==> src/hdl/kth_ancestor_binary_lifting_macros.svh <==
// ----------------------------------------------------------------------------
// kth_ancestor_binary_lifting assertion macros
// Shared property shorthands for the k-th ancestor engine.
// ----------------------------------------------------------------------------
`ifndef KTH_ANCESTOR_BINARY_LIFTING_MACROS_SVH
`define KTH_ANCESTOR_BINARY_LIFTING_MACROS_SVH

// same-cycle implication
`define KABL_ASSERT(label, clk, rst_n, ante, cons, msg) \
    label: assert property (@(posedge clk) disable iff (!(rst_n)) (ante) |-> (cons)) \
        else $error(msg);

// next-cycle implication
`define KABL_ASSERT_NEXT(label, clk, rst_n, ante, cons, msg) \
    label: assert property (@(posedge clk) disable iff (!(rst_n)) (ante) |=> (cons)) \
        else $error(msg);

`endif

==> src/hdl/kabl_pkg.sv <==
// ----------------------------------------------------------------------------
// kabl_pkg
// Field widths, request codes and controller/datapath interface types.
// ----------------------------------------------------------------------------
package kabl_pkg;

    localparam int CFG_W    = 11;
    localparam int REQ_W    = 2;
    localparam int NODE_W   = 10;
    localparam int PARENT_W = 11;
    localparam int STEPS_W  = 10;

    localparam int DEF_MAX_NODES  = 1024;
    localparam int DEF_LOG_LEVELS = 10;

    localparam logic [REQ_W-1:0] REQ_LOAD  = 2'd0;
    localparam logic [REQ_W-1:0] REQ_BUILD = 2'd1;
    localparam logic [REQ_W-1:0] REQ_QUERY = 2'd2;

    typedef struct packed {
        logic take;       // latch item fields
        logic load_wr;    // write parent into level 0
        logic b_rd_self;  // build: read own entry at source level
        logic b_rd_f1;    // build: read entry of first hop
        logic b_wr;       // build: write target level entry
        logic b_next;     // build: advance node / level
        logic q_rd;       // query: read entry of current node
        logic q_shift;    // query: drop low bit of k, next level
        logic q_follow;   // query: move to read entry
        logic q_fail;     // query: mark not found
        logic out_load;   // load result register
    } t_dp_cmd;

    typedef struct packed {
        logic rd_live;
        logic b_last_node;
        logic b_last_level;
        logic b_empty;
        logic q_end;
        logic k_lsb;
        logic out_free;
    } t_dp_sts;

endpackage

==> src/hdl/kabl_ctrl.sv <==
// ----------------------------------------------------------------------------
// kabl_ctrl
// Sequencer for load, build and query items; drives datapath commands.
// ----------------------------------------------------------------------------
`include "kth_ancestor_binary_lifting_macros.svh"

module kabl_ctrl (
    input  logic                       i_clk,
    input  logic                       i_rst_n,
    input  logic                       i_valid,
    output logic                       o_stall,
    input  logic [kabl_pkg::REQ_W-1:0] i_req_type,
    input  kabl_pkg::t_dp_sts          i_sts,
    output kabl_pkg::t_dp_cmd          o_cmd
);
    import kabl_pkg::*;

    typedef enum logic [2:0] {
        S_IDLE,
        S_B_RD1,
        S_B_RD2,
        S_B_WR,
        S_Q_STEP,
        S_Q_WAIT,
        S_Q_DONE
    } t_state;

    t_state r_state, n_state;
    logic   r_busy;
    logic   take;

    assign o_stall = !i_rst_n || r_busy;
    assign take    = i_valid && !o_stall;

    always_comb begin
        n_state = r_state;
        o_cmd   = '0;
        unique case (r_state)
            S_IDLE: begin
                if (take) begin
                    o_cmd.take = 1'b1;
                    unique case (i_req_type)
                        REQ_LOAD:  o_cmd.load_wr = 1'b1;
                        REQ_BUILD: begin
                            if (!i_sts.b_empty) begin
                                n_state = S_B_RD1;
                            end
                        end
                        REQ_QUERY: n_state = S_Q_STEP;
                        default:   n_state = S_IDLE;
                    endcase
                end
            end
            S_B_RD1: begin
                o_cmd.b_rd_self = 1'b1;
                n_state         = S_B_RD2;
            end
            S_B_RD2: begin
                if (i_sts.rd_live) begin
                    o_cmd.b_rd_f1 = 1'b1;
                    n_state       = S_B_WR;
                end else begin
                    o_cmd.b_wr   = 1'b1;
                    o_cmd.b_next = 1'b1;
                    n_state      = (i_sts.b_last_node && i_sts.b_last_level) ? S_IDLE : S_B_RD1;
                end
            end
            S_B_WR: begin
                o_cmd.b_wr   = 1'b1;
                o_cmd.b_next = 1'b1;
                n_state      = (i_sts.b_last_node && i_sts.b_last_level) ? S_IDLE : S_B_RD1;
            end
            S_Q_STEP: begin
                if (i_sts.q_end) begin
                    n_state = S_Q_DONE;
                end else if (i_sts.k_lsb) begin
                    o_cmd.q_rd = 1'b1;
                    n_state    = S_Q_WAIT;
                end else begin
                    o_cmd.q_shift = 1'b1;
                end
            end
            S_Q_WAIT: begin
                if (i_sts.rd_live) begin
                    o_cmd.q_shift  = 1'b1;
                    o_cmd.q_follow = 1'b1;
                    n_state        = S_Q_STEP;
                end else begin
                    o_cmd.q_fail = 1'b1;
                    n_state      = S_Q_DONE;
                end
            end
            S_Q_DONE: begin
                if (i_sts.out_free) begin
                    o_cmd.out_load = 1'b1;
                    n_state        = S_IDLE;
                end
            end
            default: n_state = S_IDLE;
        endcase
    end

    always_ff @(posedge i_clk) begin
        if (!i_rst_n) begin
            r_state <= S_IDLE;
            r_busy  <= 1'b0;
        end else begin
            r_state <= n_state;
            r_busy  <= n_state != S_IDLE;
        end
    end

    `KABL_ASSERT(a_out_free, i_clk, i_rst_n, o_cmd.out_load, i_sts.out_free,
        "result loaded over a pending result")
    `KABL_ASSERT_NEXT(a_query_busy, i_clk, i_rst_n, take && (i_req_type == REQ_QUERY),
        o_stall, "query accepted without going busy")

endmodule

==> config.mk <==
export PLATFORM = sky130hd
export DESIGN_NAME = kabl_ctrl
export DESIGN_NICKNAME = d
export VERILOG_FILES = /design/src/hdl/kabl_pkg.sv /design/src/hdl/kabl_ctrl.sv
export VERILOG_INCLUDE_DIRS = /design/src /design/src/hdl
export SDC_FILE = /design/constraint.sdc
export NUM_CORES = 1
export LEC_CHECK = 0
export ABC_AREA = 1
export ABC_CLOCK_PERIOD_IN_PS = 1950
export BUFFER_PORTS_ARGS = -buffer_cell sky130_fd_sc_hd__buf_4
export CORE_AREA = 2 2 39 41
export CTS_CLUSTER_DIAMETER = 80
export DETAILED_ROUTE_END_ITERATION = 10
export DIE_AREA = 0 0 41 43
export GPL_TIMING_DRIVEN = 0
export PLACE_DENSITY = 0.67
export SYNTH_ARGS = -nofsm -noshare
export SYNTH_HDL_FRONTEND = slang
export SYNTH_SLANG_ARGS = --single-unit
==> constraint.sdc <==
create_clock -name i_clk -period 1.95 [get_ports i_clk]
set_input_delay 0.39 -clock i_clk [delete_from_list [all_inputs] [get_ports i_clk]]
set_output_delay 0.39 -clock i_clk [all_outputs]
set_load 0.02 [all_outputs]
; After elaboration in Yosys (flattened, before gate mapping)
; Cells that the tools add are included.
[classes]
n_eq_ne = 8
muxes = 28
n_reduce_logical = 8
[op_table]
columns = operator, n
row1 = $pmux W3 S7, 1
row2 = $mux W2, 8
row3 = $mux W3, 5
row4 = $mux W1, 11
row5 = $eq A3 B3 Y1 const B, 3
row6 = $pmux W3 S3, 1
row7 = $eq A3 B2 Y1 const B, 2
row8 = $pmux W2 S2, 1
row9 = $eq A3 B1 Y1 const B, 1
row10 = $logic_not A3 Y1, 1
row11 = $reduce_bool A3 Y1, 1
row12 = $eq A2 B1 Y1 const B, 1
row13 = $eq A2 B2 Y1 const B, 1
row14 = $logic_and A1 B1 Y1, 2
row15 = $logic_not A1 Y1, 2
row16 = $logic_not A2 Y1, 1
row17 = $pmux W1 S2, 1
row18 = $logic_or A1 B1 Y1, 1
[totals]
reg_bits = 4
inputBits = 12
elab_cells = 46

; Logic depth before layout (Yosys ltp)
[logic_depth]
word_depth = 7
mapped_depth = 10
ltp_nobuf = 9

; Least setup slack after synthesis
; Ideal clock, no wire load.
[synth_timing]
kind = reg-to-output
startpoint = register r_state[0]
endpoint = output port o_cmd[6] (netlist bit)
t_arrival_ns = 1.335
required_ns = 1.560
setup_slack_ns = 0.225
path_stages_with_launch = 5
path_cell_list = dfxtp_1 -> buf_4 -> inv_1 -> a211oi_1 -> buf_4
[synth_rtl]
columns = element, line_no
row1 = "start, declared", kabl_ctrl.sv:28  ; t_state r_state, n_state;
row2 = "start signal, assigned", kabl_ctrl.sv:108  ; r_state <= n_state;
row3 = "end, declared", kabl_ctrl.sv:14  ; output kabl_pkg::t_dp_cmd o_cmd

==> flow_summary.yaml <==
floorplanning:
  die_h_um: 43
  die_x_um: 41
  core_um2: 1384
  dieArea_um2: 1763
  row_count: 14
  io_pins: 24
  start_util_pct: 28.21
drt:
  avgViaCountPerCell: 4.522
  vias: 520
  drc: 0
  routedWlPerCell_um: 8.643
  drtIter0Drc: 9
  drtPass1Iterations: 4
  route.antenna.remaining_nets: 0
  wl_um: 994
synth:
  syn_area_per_cell_um2: 5.348
  synth_warnings: 0
  synth_area_um2: 390.4
  synthMuxAreaShare_pct: 0
  synth_top_family_by_area: "simple AND/OR/NAND/NOR gates"
  synth_xor_area_share_pct: 0
  yosysTopAreaCellShare_pct: 22.12
  yosys-top-cells-count: "nand2_1 (23), inv_1 (14), nor2_1 (10), nand3_1 (7), dfxtp_1 (4)"
  synthArstFlopShare_pct: 0
  syn_nets: 85
  ys_top_cells_by_area: "nand2_1 (22%), dfxtp_1 (21%), inv_1 (13%)"
  synth_edf_count: 0
  ys.flop_type: "dfxtp_1"
  ys_ff_latch: 4
  yosysUniqueCellTypes: 15
  synth_most_common_cell: "nand2_1"
  netlist_instances: 73
  synth_compound_area_share_pct: 6.731
  synth_fa_ha_area_share_pct: 0
  yosysSeqAreaShare_pct: 20.51
  yosys.area_share.simple_pct: 54.49
  yosysTopAreaCell: "nand2_1"
placement:
  place_ws_ns: 0.4639
  portBuffers: 23
  finalWeightedCongestion: 0.7003
  dp_hpwl_um: 808.7
power_and_ir_drop:
  switching_power_mw: 0.1615
  switching_share_pct: 39.53
  combPwrFrac_pct: 48.6
  power_density_nw_per_um2: 674.6
  p_clk_share_pct: 25.2
  seqPwrFrac_pct: 26.1
  ir_worst_vdd_mv: 0.2996
  power_mw: 0.4085
  p_int_mw: 0.2470
  leakagePower_nw: 0.3777
clock_network:
  clock_latency_ns: 0.24
  cts_hold_buf: 0
  cts_setup_buffers: 0
  cts_resized: 0
  htree_levels: 1
  cts_root_buffer: "clkbuf_4"
  clock_path_buffers: 2
  cts_tree: "yes"
  clk_pin_slew_ns: 0.03
  cts_made_buffers: 3
  cts_sinks: 4
setup_path:
  path_common_cell: "buf_4"
  reg2reg_depth: 9
  cp_data_required_time_ns: 1.56
  end_kind: "primary output"
  critPathMaxStageDelay_ns: 0.30
  cp_cell_sequence: "buf_4 -> inv_1 -> a211oi_1 -> buf_4 -> buf_4"
  critPathMaxFanout: 9
  critPathKind: "reg2out"
  worstSetupStartpointType: "flip-flop"
  cp.arrival_ns: 1.31
  crit_path_top_delay_cell: "dfxtp_1"
global_route:
  grt_start_max_net_pins: 10
  grt_pass1_vias: 447
  antenna_found_initial: 0
  gr-total-overflow: 0
  grt_first_pass_wirelength_mm: 1.656
  track_usage_pct: 13.44
timing:
  tightest_slew_ns: 0.2904
  max_freq_mhz: 586.6
  fin_tns_setup_ns: 0
  slew_viol_final: 0
  min_period_ns: 1.705
  timing.hold.ws_ns: 0.4031
  fin_worst_skew_ns: 0.005699
  hold_viol_final: 0
  rsz0062_at_grt: "false"
  post-route-period-util_pct: 87.42
  setup_viol: 0
  setup_ws_ns: 0.2452
  slew_headroom_pct: 80.53
cells_and_area:
  area_growth_pct: 55.13
  regArea_um2: 80.08
  drive_gt1_share_pct: 34.34
  fin_nets: 113
  fillCellCount: 167
  diodes: 0
  multi_input_area_um2: 239.0
  post-route-util_pct: 43.76
worst_hold_path:
  hold_depth: 3
  hp-class: "in2reg"
outcome:
  status: "finished, final reports clean"
job:
  maxCapViolations: 0
[power by group through the flow]
| stage | Combinational [mW] | Sequential, mW | Clock [mW] |
|---|---|---|---|
| 2_1_floorplan | 0.131 | 0.106 | 0 |
| 3_3_place_gp | 0.196 | 0.108 | 0 |
| 3_5_place_dp | 0.199 | 0.108 | 0 |
| 4_1_cts | 0.201 | 0.107 | 0.106 |
| 5_1_grt | 0.222 | 0.109 | 0.115 |
| 6_report | 0.199 | 0.107 | 0.103 |
[routing by layer]
metal / GRT usage (%) / vias up / part of all wire (%)
li1: - / 279 / -
met1: 15.06 / 222 / 39
met2: 21.56 / 17 / 52
met3: 4.712 / 2 / 7.2
met4: 6.000 / 0 / 1.0
met5: 0 / - / 0
[placed cells by master (no fill, tap or decap), drive strengths merged]
cell / instances
a21oi: 1
clkbuf: 3
nor3: 1
nand2: 23
a31o: 1
nand3: 7
a211oi: 1
nor2: 13
inv: 15
nand4: 3
nor4: 1
dfxtp: 4
buf: 25
o21ai: 1
[worst paths after layout]
check	endpoint	start	slack [ns]
setup reg to reg	r_busy	r_state[1]	0.75
hold / removal	r_busy	i_rst_n	0.40
setup / recovery	o_cmd[6]	r_state[0]	0.25
hold reg to reg	r_state[1]	r_state[1]	0.75
[registers in the layout (all words and copies together) (netlist names)]
register	cells
r_state	3
r_busy	1
[critical path: cells and delay by family (launching register included)]
family,cells,cell delay (ns)
buffers and inverters,4,0.50
flip-flops,1,0.30
AO/OA/AOI/OAI,1,0.28
[cells by family (layout without fill, tap and decap cells)]
group / count (synthesis) / after routing
flip-flops: 4 / 4
buffers and inverters: 17 / 43
AO/OA/AOI/OAI: 4 / 4
AND/OR/NAND/NOR: 48 / 48
[area by class of cell]
type                    instances  share of cell area [%]
multi-input cells              52                   39.46
repair buffers                 23                   28.51
flip-flops and latches          4                   13.22
inverters                      15                   9.298
clock buffers                   3                   3.719
well taps                      16                   3.306
plain buffers                   2                   2.479
[per-stage QoR]
| step | std cells | instance area (um^2) |
|---|---|---|
| after floorplan | 73 | 390.4 |
| after global routing | 115 | 605.6 |
| after detailed placement | 112 | 583.1 |
| final | 115 | 605.6 |
| after global placement | 112 | 583.1 |
| after CTS | 115 | 605.6 |
Power figures use the tool's default switching activity.
